File: src/design/tdfd_pkg.sv
// ----------------------------------------------------------------------------
// tdfd_pkg
// Shared types, constants and helpers of the text header fragment deframer.
// ----------------------------------------------------------------------------
package tdfd_pkg;

  localparam int NumberWidth = 16;
  localparam int MaxPayload  = 1024;
  localparam int LengthWidth = $clog2(MaxPayload + 1);

  localparam logic [7:0] AsciiColon = 8'h3A;
  localparam logic [7:0] AsciiZero  = 8'h30;
  localparam logic [7:0] AsciiNine  = 8'h39;

  typedef enum logic [1:0] {
    KIND_HEADER  = 2'd0,
    KIND_NAME    = 2'd1,
    KIND_PAYLOAD = 2'd2,
    KIND_HDR_END = 2'd3
  } kind_e;

  typedef struct packed {
    logic [7:0] data_byte;
    logic       datagram_end;
  } in_word_t;

  typedef struct packed {
    kind_e                  kind;
    logic [NumberWidth-1:0] total_fragments;
    logic [NumberWidth-1:0] fragment_number;
    logic [LengthWidth-1:0] payload_length;
    logic [7:0]             byte_out;
    logic                   final_fragment;
    logic                   last_of_fragment;
    logic                   error;
  } out_word_t;

  typedef struct packed {
    logic      produced;
    out_word_t word;
  } parse_res_t;

  // acc * 10 + digit, saturating at the all-ones value
  function automatic logic [NumberWidth-1:0] add_digit(
    input logic [NumberWidth-1:0] acc,
    input logic [3:0]             digit
  );
    logic [NumberWidth+3:0] sum;
    sum = {acc, 3'b000} + {3'b000, acc, 1'b0} + {{NumberWidth{1'b0}}, digit};
    if (sum[NumberWidth+3:NumberWidth] != 4'd0) begin
      return {NumberWidth{1'b1}};
    end
    return sum[NumberWidth-1:0];
  endfunction

endpackage

File: src/design/tdfd_in_if.sv
// ----------------------------------------------------------------------------
// tdfd_in_if
// Valid/ready channel carrying one datagram byte per word.
// ----------------------------------------------------------------------------
interface tdfd_in_if;
  import tdfd_pkg::*;

  logic     valid;
  logic     ready;
  in_word_t payload;

  modport source (output valid, output payload, input ready);
  modport sink   (input valid, input payload, output ready);
endinterface

File: src/design/tdfd_out_if.sv
// ----------------------------------------------------------------------------
// tdfd_out_if
// Valid/ready channel carrying one deframer result per word.
// ----------------------------------------------------------------------------
interface tdfd_out_if;
  import tdfd_pkg::*;

  logic      valid;
  logic      ready;
  out_word_t payload;

  modport source (output valid, output payload, input ready);
  modport sink   (input valid, input payload, output ready);
endinterface

File: src/design/tdfd_parse.sv
// ----------------------------------------------------------------------------
// tdfd_parse
// Parser state and the single-pass update that turns one byte into at most
// one result.
// ----------------------------------------------------------------------------
module tdfd_parse (
  input  logic                  clk_i,
  input  logic                  rst_ni,
  input  logic                  adv_i,
  input  tdfd_pkg::in_word_t    word_i,
  output tdfd_pkg::parse_res_t  res_o
);
  import tdfd_pkg::*;

  localparam logic [2:0] PhTotal   = 3'd0;
  localparam logic [2:0] PhNumber  = 3'd1;
  localparam logic [2:0] PhSize    = 3'd2;
  localparam logic [2:0] PhName    = 3'd3;
  localparam logic [2:0] PhPayload = 3'd4;
  localparam logic [2:0] PhDrop    = 3'd5;

  logic [2:0]             phase_q, phase_d;
  logic [NumberWidth-1:0] tot_q, tot_d;
  logic [NumberWidth-1:0] num_q, num_d;
  logic [NumberWidth-1:0] len_q, len_d;
  logic                   closed_q, closed_d;
  logic [LengthWidth-1:0] rem_q, rem_d;
  logic                   over_q, over_d;

  logic                   is_colon;
  logic                   is_digit;
  logic [3:0]             digit;
  logic [LengthWidth-1:0] rem_dec;
  logic                   produced;
  kind_e                  kind;
  logic [7:0]             byte_val;
  logic                   last;
  logic                   err;

  assign is_colon = (word_i.data_byte == AsciiColon);
  assign is_digit = (word_i.data_byte >= AsciiZero) && (word_i.data_byte <= AsciiNine);
  assign digit    = 4'(word_i.data_byte - AsciiZero);
  assign rem_dec  = (rem_q != '0) ? rem_q - LengthWidth'(1) : '0;

  always_comb begin
    phase_d  = phase_q;
    tot_d    = tot_q;
    num_d    = num_q;
    len_d    = len_q;
    closed_d = closed_q;
    rem_d    = rem_q;
    over_d   = over_q;
    produced = 1'b0;
    kind     = KIND_HEADER;
    byte_val = 8'd0;
    last     = 1'b0;
    err      = 1'b0;

    unique case (phase_q)
      PhTotal, PhNumber, PhSize: begin
        if (is_colon) begin
          closed_d = 1'b0;
          if (phase_q == PhSize) begin
            if (len_q > NumberWidth'(MaxPayload)) begin
              len_d  = NumberWidth'(MaxPayload);
              over_d = 1'b1;
            end
            phase_d  = PhName;
            produced = 1'b1;
            last     = word_i.datagram_end;
            err      = word_i.datagram_end;
          end else begin
            phase_d = phase_q + 3'd1;
          end
        end else if (!closed_q && is_digit) begin
          priority case (phase_q)
            PhTotal:  tot_d = add_digit(tot_q, digit);
            PhNumber: num_d = add_digit(num_q, digit);
            default:  len_d = add_digit(len_q, digit);
          endcase
        end else begin
          closed_d = 1'b1;
        end
        if (!produced && word_i.datagram_end) begin
          produced = 1'b1;
          last     = 1'b1;
          err      = 1'b1;
        end
      end
      PhName: begin
        produced = 1'b1;
        if (is_colon) begin
          kind  = KIND_HDR_END;
          rem_d = len_q[LengthWidth-1:0];
          if (len_q == '0) begin
            last    = 1'b1;
            phase_d = PhDrop;
          end else begin
            phase_d = PhPayload;
            last    = word_i.datagram_end;
            err     = word_i.datagram_end;
          end
        end else begin
          kind     = KIND_NAME;
          byte_val = word_i.data_byte;
          last     = word_i.datagram_end;
          err      = word_i.datagram_end;
        end
      end
      PhPayload: begin
        produced = 1'b1;
        kind     = KIND_PAYLOAD;
        byte_val = word_i.data_byte;
        rem_d    = rem_dec;
        if (rem_dec == '0) begin
          last    = 1'b1;
          phase_d = PhDrop;
        end else begin
          last = word_i.datagram_end;
          err  = word_i.datagram_end;
        end
      end
      default: begin
      end
    endcase
  end

  assign res_o.produced              = produced;
  assign res_o.word.kind             = kind;
  assign res_o.word.total_fragments  = tot_d;
  assign res_o.word.fragment_number  = num_d;
  assign res_o.word.payload_length   = len_d[LengthWidth-1:0];
  assign res_o.word.byte_out         = byte_val;
  assign res_o.word.final_fragment   = (num_d == tot_d);
  assign res_o.word.last_of_fragment = last;
  assign res_o.word.error            = err | over_d;

  always_ff @(posedge clk_i or negedge rst_ni) begin
    if (!rst_ni) begin
      phase_q  <= PhTotal;
      tot_q    <= '0;
      num_q    <= '0;
      len_q    <= '0;
      closed_q <= 1'b0;
      rem_q    <= '0;
      over_q   <= 1'b0;
    end else if (adv_i) begin
      if (word_i.datagram_end) begin
        phase_q  <= PhTotal;
        tot_q    <= '0;
        num_q    <= '0;
        len_q    <= '0;
        closed_q <= 1'b0;
        rem_q    <= '0;
        over_q   <= 1'b0;
      end else begin
        phase_q  <= phase_d;
        tot_q    <= tot_d;
        num_q    <= num_d;
        len_q    <= len_d;
        closed_q <= closed_d;
        rem_q    <= rem_d;
        over_q   <= over_d;
      end
    end
  end

endmodule

File: src/design/tdfd_out_reg.sv
// ----------------------------------------------------------------------------
// tdfd_out_reg
// Result register driving the output channel; reports when it cannot load.
// ----------------------------------------------------------------------------
module tdfd_out_reg (
  input  logic                 clk_i,
  input  logic                 rst_ni,
  input  logic                 load_i,
  input  tdfd_pkg::parse_res_t res_i,
  output logic                 busy_o,
  tdfd_out_if.source           out_o
);
  import tdfd_pkg::*;

  logic      valid_q, valid_d;
  out_word_t word_q;

  assign busy_o = valid_q && !out_o.ready;

  always_comb begin
    valid_d = valid_q;
    if (load_i) begin
      valid_d = res_i.produced;
    end else if (out_o.ready) begin
      valid_d = 1'b0;
    end
  end

  always_ff @(posedge clk_i or negedge rst_ni) begin
    if (!rst_ni) begin
      valid_q <= 1'b0;
    end else begin
      valid_q <= valid_d;
    end
  end

  always_ff @(posedge clk_i) begin
    if (load_i && res_i.produced) begin
      word_q <= res_i.word;
    end
  end

  assign out_o.valid   = valid_q;
  assign out_o.payload = word_q;

endmodule

File: src/design/text_header_fragment_deframer_unit.sv
// ----------------------------------------------------------------------------
// text_header_fragment_deframer_unit
// Byte-serial deframer for total:number:size:name:payload fragment datagrams.
// ----------------------------------------------------------------------------
// Takes one datagram byte per word and gives at most one result word per
// byte: a header word at the third colon, one word per name byte, an
// end-of-header word at the fourth colon, then one word per payload byte.
// Each byte is held in the input register, where the parser state is
// updated, and its result is loaded into the output register when the byte
// leaves it, so throughput is one byte per cycle while the sink keeps up.
// The ready path runs through the parser stage and the result
// register; a stalled result holds the input register and then the input.
module text_header_fragment_deframer_unit (
  input logic        clk_i,
  input logic        rst_ni,
  tdfd_in_if.sink    in_i,
  tdfd_out_if.source out_o
);
  import tdfd_pkg::*;

  logic       s1_valid_q, s1_valid_d;
  in_word_t   s1_word_q;
  logic       busy;
  logic       adv;
  parse_res_t res;

  assign adv        = s1_valid_q && !busy;
  assign in_i.ready = !s1_valid_q || adv;

  always_comb begin
    s1_valid_d = s1_valid_q;
    if (in_i.valid && in_i.ready) begin
      s1_valid_d = 1'b1;
    end else if (adv) begin
      s1_valid_d = 1'b0;
    end
  end

  always_ff @(posedge clk_i or negedge rst_ni) begin
    if (!rst_ni) begin
      s1_valid_q <= 1'b0;
    end else begin
      s1_valid_q <= s1_valid_d;
    end
  end

  always_ff @(posedge clk_i) begin
    if (in_i.valid && in_i.ready) begin
      s1_word_q <= in_i.payload;
    end
  end

  tdfd_parse u_parse (
    .clk_i  (clk_i),
    .rst_ni (rst_ni),
    .adv_i  (adv),
    .word_i (s1_word_q),
    .res_o  (res)
  );

  tdfd_out_reg u_out_reg (
    .clk_i  (clk_i),
    .rst_ni (rst_ni),
    .load_i (adv),
    .res_i  (res),
    .busy_o (busy),
    .out_o  (out_o)
  );

endmodule
File: src/flat_wrapper.sv
// flat-port wrapper written by rule: the top's interface ports become plain ports
module text_header_fragment_deframer_unit_flat import tdfd_pkg::*;
  (clk_i, rst_ni, in_i_valid, in_i_payload, in_i_ready, out_o_valid, out_o_payload, out_o_ready);
  tdfd_in_if in_i_i ();
  tdfd_out_if out_o_i ();
  input logic clk_i;
  input logic rst_ni;
  input wire logic [$bits(in_i_i.valid)-1:0] in_i_valid;
  input wire logic [$bits(in_i_i.payload)-1:0] in_i_payload;
  output wire logic [$bits(in_i_i.ready)-1:0] in_i_ready;
  output wire logic [$bits(out_o_i.valid)-1:0] out_o_valid;
  output wire logic [$bits(out_o_i.payload)-1:0] out_o_payload;
  input wire logic [$bits(out_o_i.ready)-1:0] out_o_ready;
  assign in_i_i.valid = in_i_valid;
  assign in_i_i.payload = in_i_payload;
  assign in_i_ready = in_i_i.ready;
  assign out_o_valid = out_o_i.valid;
  assign out_o_payload = out_o_i.payload;
  assign out_o_i.ready = out_o_ready;
  text_header_fragment_deframer_unit u_core (.clk_i(clk_i), .rst_ni(rst_ni), .in_i(in_i_i), .out_o(out_o_i));
endmodule
File: config.mk
export PLATFORM = sky130hd
export DESIGN_NAME = text_header_fragment_deframer_unit_flat
export DESIGN_NICKNAME = d
export VERILOG_FILES = /design/src/design/tdfd_pkg.sv /design/src/design/tdfd_in_if.sv /design/src/design/tdfd_out_if.sv /design/src/design/tdfd_parse.sv /design/src/design/tdfd_out_reg.sv /design/src/design/text_header_fragment_deframer_unit.sv /design/src/flat_wrapper.sv
export SDC_FILE = /design/constraint.sdc
export NUM_CORES = 1
export LEC_CHECK = 0
export CAP_MARGIN = 20
export CORE_ASPECT_RATIO = 1.4
export CORE_MARGIN = 1
export CORE_UTILIZATION = 45
export DETAILED_ROUTE_END_ITERATION = 10
export DONT_BUFFER_PORTS = 1
export GPL_ROUTABILITY_DRIVEN = 0
export PLACE_DENSITY = 0.64
export REMOVE_ABC_BUFFERS = 1
export SLEW_MARGIN = 30
export SYNTH_ARGS = -nofsm -noshare
export SYNTH_HDL_FRONTEND = slang
export SYNTH_SLANG_ARGS = --single-unit
export TNS_END_PERCENT = 1
File: constraint.sdc
create_clock -name clk_i -period 6 [get_ports clk_i]
set_clock_uncertainty 0.2 [all_clocks]
set_input_delay 0.3 -clock clk_i [delete_from_list [all_inputs] [get_ports clk_i]]
set_output_delay 0.3 -clock clk_i [all_outputs]
set_load 0.02 [all_outputs]
**Yosys cells after proc, flatten, opt, wreduce, memory -nomap -nowiden**

Index checks and enable logic that the tools add are counted.

- Add/subtract/negate cells: 9
- $lt $le $gt $ge: 3
- Equality and inequality tests: 13
- Muxes and demuxes: 82
- Bitwise operators: 1
- Reductions and logical operators: 33

Operator list:

| kind | count |
|---|---|
| 16-bit two-way mux | 23 |
| 19-bit by 17-bit adder with 20-bit output | 3 |
| 20-bit by 4-bit adder with 20-bit output | 3 |
| 1-bit two-way mux | 42 |
| 11-bit two-way mux | 3 |
| 11-bit case mux with 2 select lines | 1 |
| 16-bit == test | 1 |
| 16-bit by 11-bit > comparator with 1-bit output, second input constant | 1 |
| 16-bit zero test | 1 |
| 8-bit case mux with 2 select lines | 1 |
| 4-bit nonzero test | 4 |
| 3-bit two-way mux | 5 |
| 3-bit by 2-bit inequality test with 1-bit output, second input constant | 4 |
| 11-bit zero test | 1 |
| 11-bit nonzero test | 1 |
| 11-bit by 1-bit subtractor with 11-bit output, second input constant | 1 |
| 3-bit by 1-bit inequality test with 1-bit output, second input constant | 3 |
| 3-bit case mux with 3 select lines | 1 |
| 8-bit by 6-bit == test with 1-bit output, second input constant | 1 |
| 8-bit by 6-bit >= comparator with 1-bit output, second input constant | 1 |
| 8-bit by 6-bit <= comparator with 1-bit output, second input constant | 1 |
| 8-bit two-way mux | 1 |
| 1-bit logical AND | 7 |
| 3-bit by 2-bit == test with 1-bit output, second input constant | 2 |
| other kinds (19) | 29 |

- Bits in registers: 131
- Bits of input ports: 13
- Output and inout port bits: 58
- Logic and storage cells: 161

**Longest topological paths before layout**

- Word-level depth: 14
- Depth in mapped cells: 15
- Depth with buffers taken out: 15

**Hierarchy**

A second synthesis with hierarchy kept.

- Cell total of the unflattened synthesis: 947
- Area, all modules: 9,476.6 µm²

By module, submodules not included:

| module | times used | cells an instance | area an instance (µm²) | seq. area each (µm²) |
|---|---|---|---|---|
| tdfd_parse | 1 | 873 | 7,418.4 | 1,601.5 |
| tdfd_out_reg | 1 | 60 | 1,737.9 | 1,706.6 |
| text_header_fragment_deframer_unit | 1 | 14 | 320.3 | 295.3 |

**Worst setup path before layout**

OpenSTA, ideal clock, no wires.

- Path kind: register to register
- Start: reg u_core.s1_word_q[4] (netlist name)
- End: reg u_core.u_out_reg.word_q, in the netlist u_core.u_out_reg.out_o.payload[2], data pin
- Setup time: 0.170 ns
- Arrival: 3.496 ns
- Required time: 5.630 ns
- Slack: 2.134 ns
- Cell stages (with the launch flop): 15
- Path buffers: 1
- Period minus slack after synthesis: 3.866 ns
- Path through: edfxtp_1 fa_1 inv_1 fa_1 nor2b_4 o31a_1 or4_4 a21oi_4 o41a_2 o211ai_4 buf_6 o22ai_1 xnor2_1 nand4_1 nor4_2

RTL lines:

| element | line | RTL |
|---|---|---|
| start, declared | text_header_fragment_deframer_unit.sv:22 | `in_word_t s1_word_q;` |
| start signal, assigned | text_header_fragment_deframer_unit.sv:49 | `s1_word_q <= in_i.payload;` |
| end signal, assigned | tdfd_out_reg.sv:39 | `word_q <= res_i.word;` |
| end, declared | tdfd_out_reg.sv:16 | `out_word_t word_q;` |

==> impl_results.md <==
* Status: finished, final reports clean
* CP Buf/Inv Count at 1
* Placed inst area at ~9000 sq um
* HP Start: out_o_ready
* Crit Path Max Fanout at 16
* Worst-Skew Late Latency at 0.43 ns
* Total wire length at between 20 and 25 mm
* Vias at 6926
* Routed wire per std cell at around 19 um
* Fin area at just under 10000 sq um
* P_leak at 4.53 nW
* Synth-to-layout area growth at 10.7%
* Flops & latches, synth at 131
* FF-to-FF Start: u_core.s1_word_q[4]$_DFFE_PP_
* Post-synth top area share at 22.1%
* Die Span X at 121 um
* Top-count cell post-synth: ha_1
* Vias in the first global route at 6816
* Pin count of the biggest net entering global routing at between 60 and 70
* Worst-margin pin slew at between 0.8 and 0.9 ns
* Mapped cell area at 8850 sq um
* Prevailing post-synth register cell: dfrtp_1
* Top cells by count, synth: 99 x ha_1, 97 x nand2_1, 66 x dfrtp_1
* Final setup TNS at 0 ns
* Synth area leaders: edfxtp_1 22%, dfrtp_1 19%, ha_1 14%
* Dpl hpwl at between 15 and 20 mm
* Flop2flop setup slack at between 1 and 1.5 ns
* Post-CTS setup buffers at 0
* Final WS setup at 1.39 ns
* Leading area contributor after synthesis: edfxtp_1
* Final period utilization at around three quarters
* All-Layer GR Usage at 22.7%
* First-pass GRT wire length at around 36 mm
* Die ar. at ~20000 sq um
* CTS sink cnt at about 130
* Synth Area per Inst at between 9 and 10 sq um
* Initial antenna violation count at 0
* DR DRC count at 0
* CTS Buf Count at 17
* Slowest CP cell: fa_1
* Worst slew margin at 43.5%
* Clock Path Buffers at 2
* Root Buffer: clkbuf_16
* Port Buf Inserts at 0
* Height of the die at 168 um
* Total grt overflow at 0
* Max-cap violations at 0
* Yosys cell types at 70
* Layout cells sized above 1 at between 6 and 7%
* Worst Reg-to-Reg Cells at 14
* CTS tree: yes
* Register area at 3600 sq um
* CP required at roughly 6 ns
* Placeable Area at approximately 19000 sq um
* CP Capture Type: register
* Sequential share of the synthesized area at 40.7%
* Vias per std cell at around 6
* Hold EP: u_core.s1_valid_q$_DFFE_PN0P_
* First DRT Iteration DRCs at around 450
* Top Ports at between 70 and 80
* Min cycle time layout at between 4 and 5 ns
* Largest delay contributor family on the critical path: simple AND/OR/NAND/NOR gates
* Crit start category: register
* PwrDens at 344 nW/um^2
* Worst-path clk slew at approximately 0.060 ns
* EDFF count, synth at 65
* Async SR Flop Fraction at between 50 and 60%
* Row cnt at 60
* Reg2reg end: u_core.u_out_reg.out_o.payload[2]$_DFFE_PP_
* Slew Viols, Final at 0
* RSZ-0062 raised after global routing: no
* Peak supply drop at about 220 uV
* Crit path kind: reg -> reg
* Multi-input gate area in the final layout at roughly 5000 sq um
* Post-Place Worst Slack at about 1.4 ns
* Max Clock Freq at 217 MHz
* Synth warn at 0
* Worst path cell trace: fa_1 -> inv_1 -> fa_1 -> nand2b_1 -> a21oi_1 -> o21ai_1 -> a32oi_1 -> xnor2_1 -> nand4_2 -> o22ai_1 -> xnor2_1 -> nor4_2 -> nand4_1 -> nor4_2
* Final Hold Fails at 0
* WHS Path Cells at 2
* Initial Util at between 40% and 50%
* Hold_ws at ~0.037 ns
* Layout net count at roughly 1000
* Post-synthesis cell count at about 910
* Final setup violation count at 0
* ANT cells at 0
* Worst Hold Class: in -> reg
* H-tree levels at 4
* Worst Path Arrival at 4.64 ns
* DRT Pass-1 Iters at 5
* Fillers at about 1800
* DRT antenna net count at 0
* Crit path largest cell delay at approximately 0.56 ns
where the power goes:
part | leakage (nW) | internal (mW) | switching [mW] | total (mW)
Sequential | 1.53 | 1.19 | 0.292 | 1.48
Clock | 0.274 | 0.581 | 0.427 | 1.01
Combinational | 2.73 | 0.297 | 0.589 | 0.886
cells by family (layout without fill, tap and decap cells):
group,after synthesis,in the layout,synth area share (%)
adder cells (fa/ha/maj),105,105,15.4
flip-flops,131,131,40.7
buffers and inverters,85,104,3.72
AO/OA/AOI/OAI,286,286,21.3
AND/OR/NAND/NOR,242,242,13.1
XOR/XNOR,59,59,5.84
what timing repair did:
| item | 4_1_cts | 5_1_grt |
|---|---|---|
| hold buffers | 13 | 0 |
| endpoints found under the hold margin | 77 | 0 |
| gates resized for setup | 0 | 0 |
flip-flops by register name, summed over array words and instances (netlist names):
register and cells:
u_core.u_out_reg.out_o.payload 56, u_core.u_parse.len_q 16, u_core.u_parse.num_q 16, u_core.u_parse.tot_q 16
u_core.u_parse.rem_q 11, u_core.s1_word_q 9, u_core.u_parse.phase_q 3, u_core.s1_valid_q 1
u_core.u_out_reg.out_o.valid 1, u_core.u_parse.closed_q 1, u_core.u_parse.over_q 1
through the flow:
step	cells	util, %	total power [mW]
2_1_floorplan	877	-	2.08
3_3_place_gp	1130	47.2	2.35
3_5_place_dp	1130	47.2	2.36
4_1_cts	1175	51.0	3.38
5_1_grt	1175	51.0	3.54
6_report	1175	51.0	3.37
layout make-up:
cell class,count,area share (%)
Inverter,54,2.07
Multi-Input combinational cell,692,50.2
Clock buffer,17,4.34
Clock inverter,15,1.51
Timing Repair Buffer,18,1.89
Sequential cell,131,36.8
Tap cell,248,3.17
metal layers:
| layer | global-route usage (%) | wire length [um] | vias to the layer above | part of all wire, % |
|---|---|---|---|---|
| met5 | 0 | 0 | - | 0 |
| met4 | 7.84 | 594 | 0 | 2.7 |
| met3 | 3.29 | 720 | 35 | 3.2 |
| met2 | 41.7 | 11800 | 166 | 53 |
| met1 | 26.7 | 9240 | 3367 | 41 |
| li1 | - | - | 3358 | - |
worst register-to-register path: stages, from the launching register on:
cell and delay (ns):
edfxtp_1 0.52, fa_1 0.56, inv_1 0.06, fa_1 0.45, nand2b_1 0.19, a21oi_1 0.24, o21ai_1 0.15, a32oi_1 0.24
xnor2_1 0.16, nand4_2 0.42, o22ai_1 0.49, xnor2_1 0.13, nor4_2 0.26, nand4_1 0.14, nor4_2 0.20
placed cells by master (no fill, tap or decap), drive strengths merged, types with 3 or more instances in the layout:
cell,Yosys,layout
o211ai,11,11
a211oi,6,6
dlygate4sd3,0,12
clkbuf,28,17
or3,5,5
clkinv,0,4
buf,3,6
clkinvlp,0,3
ha,99,99
o31ai,8,8
a21oi,60,60
xnor2,42,42
and3,8,8
dfrtp,66,66
nand4,11,11
nor3,15,15
nor2b,10,10
nand3,16,16
fa,6,6
o21bai,6,6
nand2b,8,8
and2,9,9
a22o,11,11
a21boi,6,6
o21ai,85,85
a221o,3,3
o21a,12,12
a31oi,5,5
o22ai,23,23
a22oi,5,5
edfxtp,65,65
xor2,17,17
inv,54,61
nor4,6,6
o22a,12,12
nand2,97,97
a21o,13,13
nor2,49,49
worst max path at each step:
stage | endpoint | startpoint | slack (ns) | depth (start not counted)
after floorplan | u_core.u_out_reg.out_o.payload[2]$_DFFE_PP_ | u_core.s1_word_q[4]$_DFFE_PP_ | 2.00 | 14
after global placement | u_core.u_out_reg.out_o.payload[2]$_DFFE_PP_ | u_core.s1_word_q[4]$_DFFE_PP_ | 1.51 | 14
after detailed placement | u_core.u_out_reg.out_o.payload[2]$_DFFE_PP_ | u_core.s1_word_q[4]$_DFFE_PP_ | 1.40 | 14
after CTS | u_core.u_out_reg.out_o.payload[2]$_DFFE_PP_ | u_core.s1_word_q[4]$_DFFE_PP_ | 1.38 | 14
after global routing | u_core.u_out_reg.out_o.payload[18]$_DFFE_PP_ | u_core.s1_word_q[4]$_DFFE_PP_ | 1.06 | 13
final | u_core.u_out_reg.out_o.payload[2]$_DFFE_PP_ | u_core.s1_word_q[4]$_DFFE_PP_ | 1.39 | 14
(Power assumes the default switching activity.)
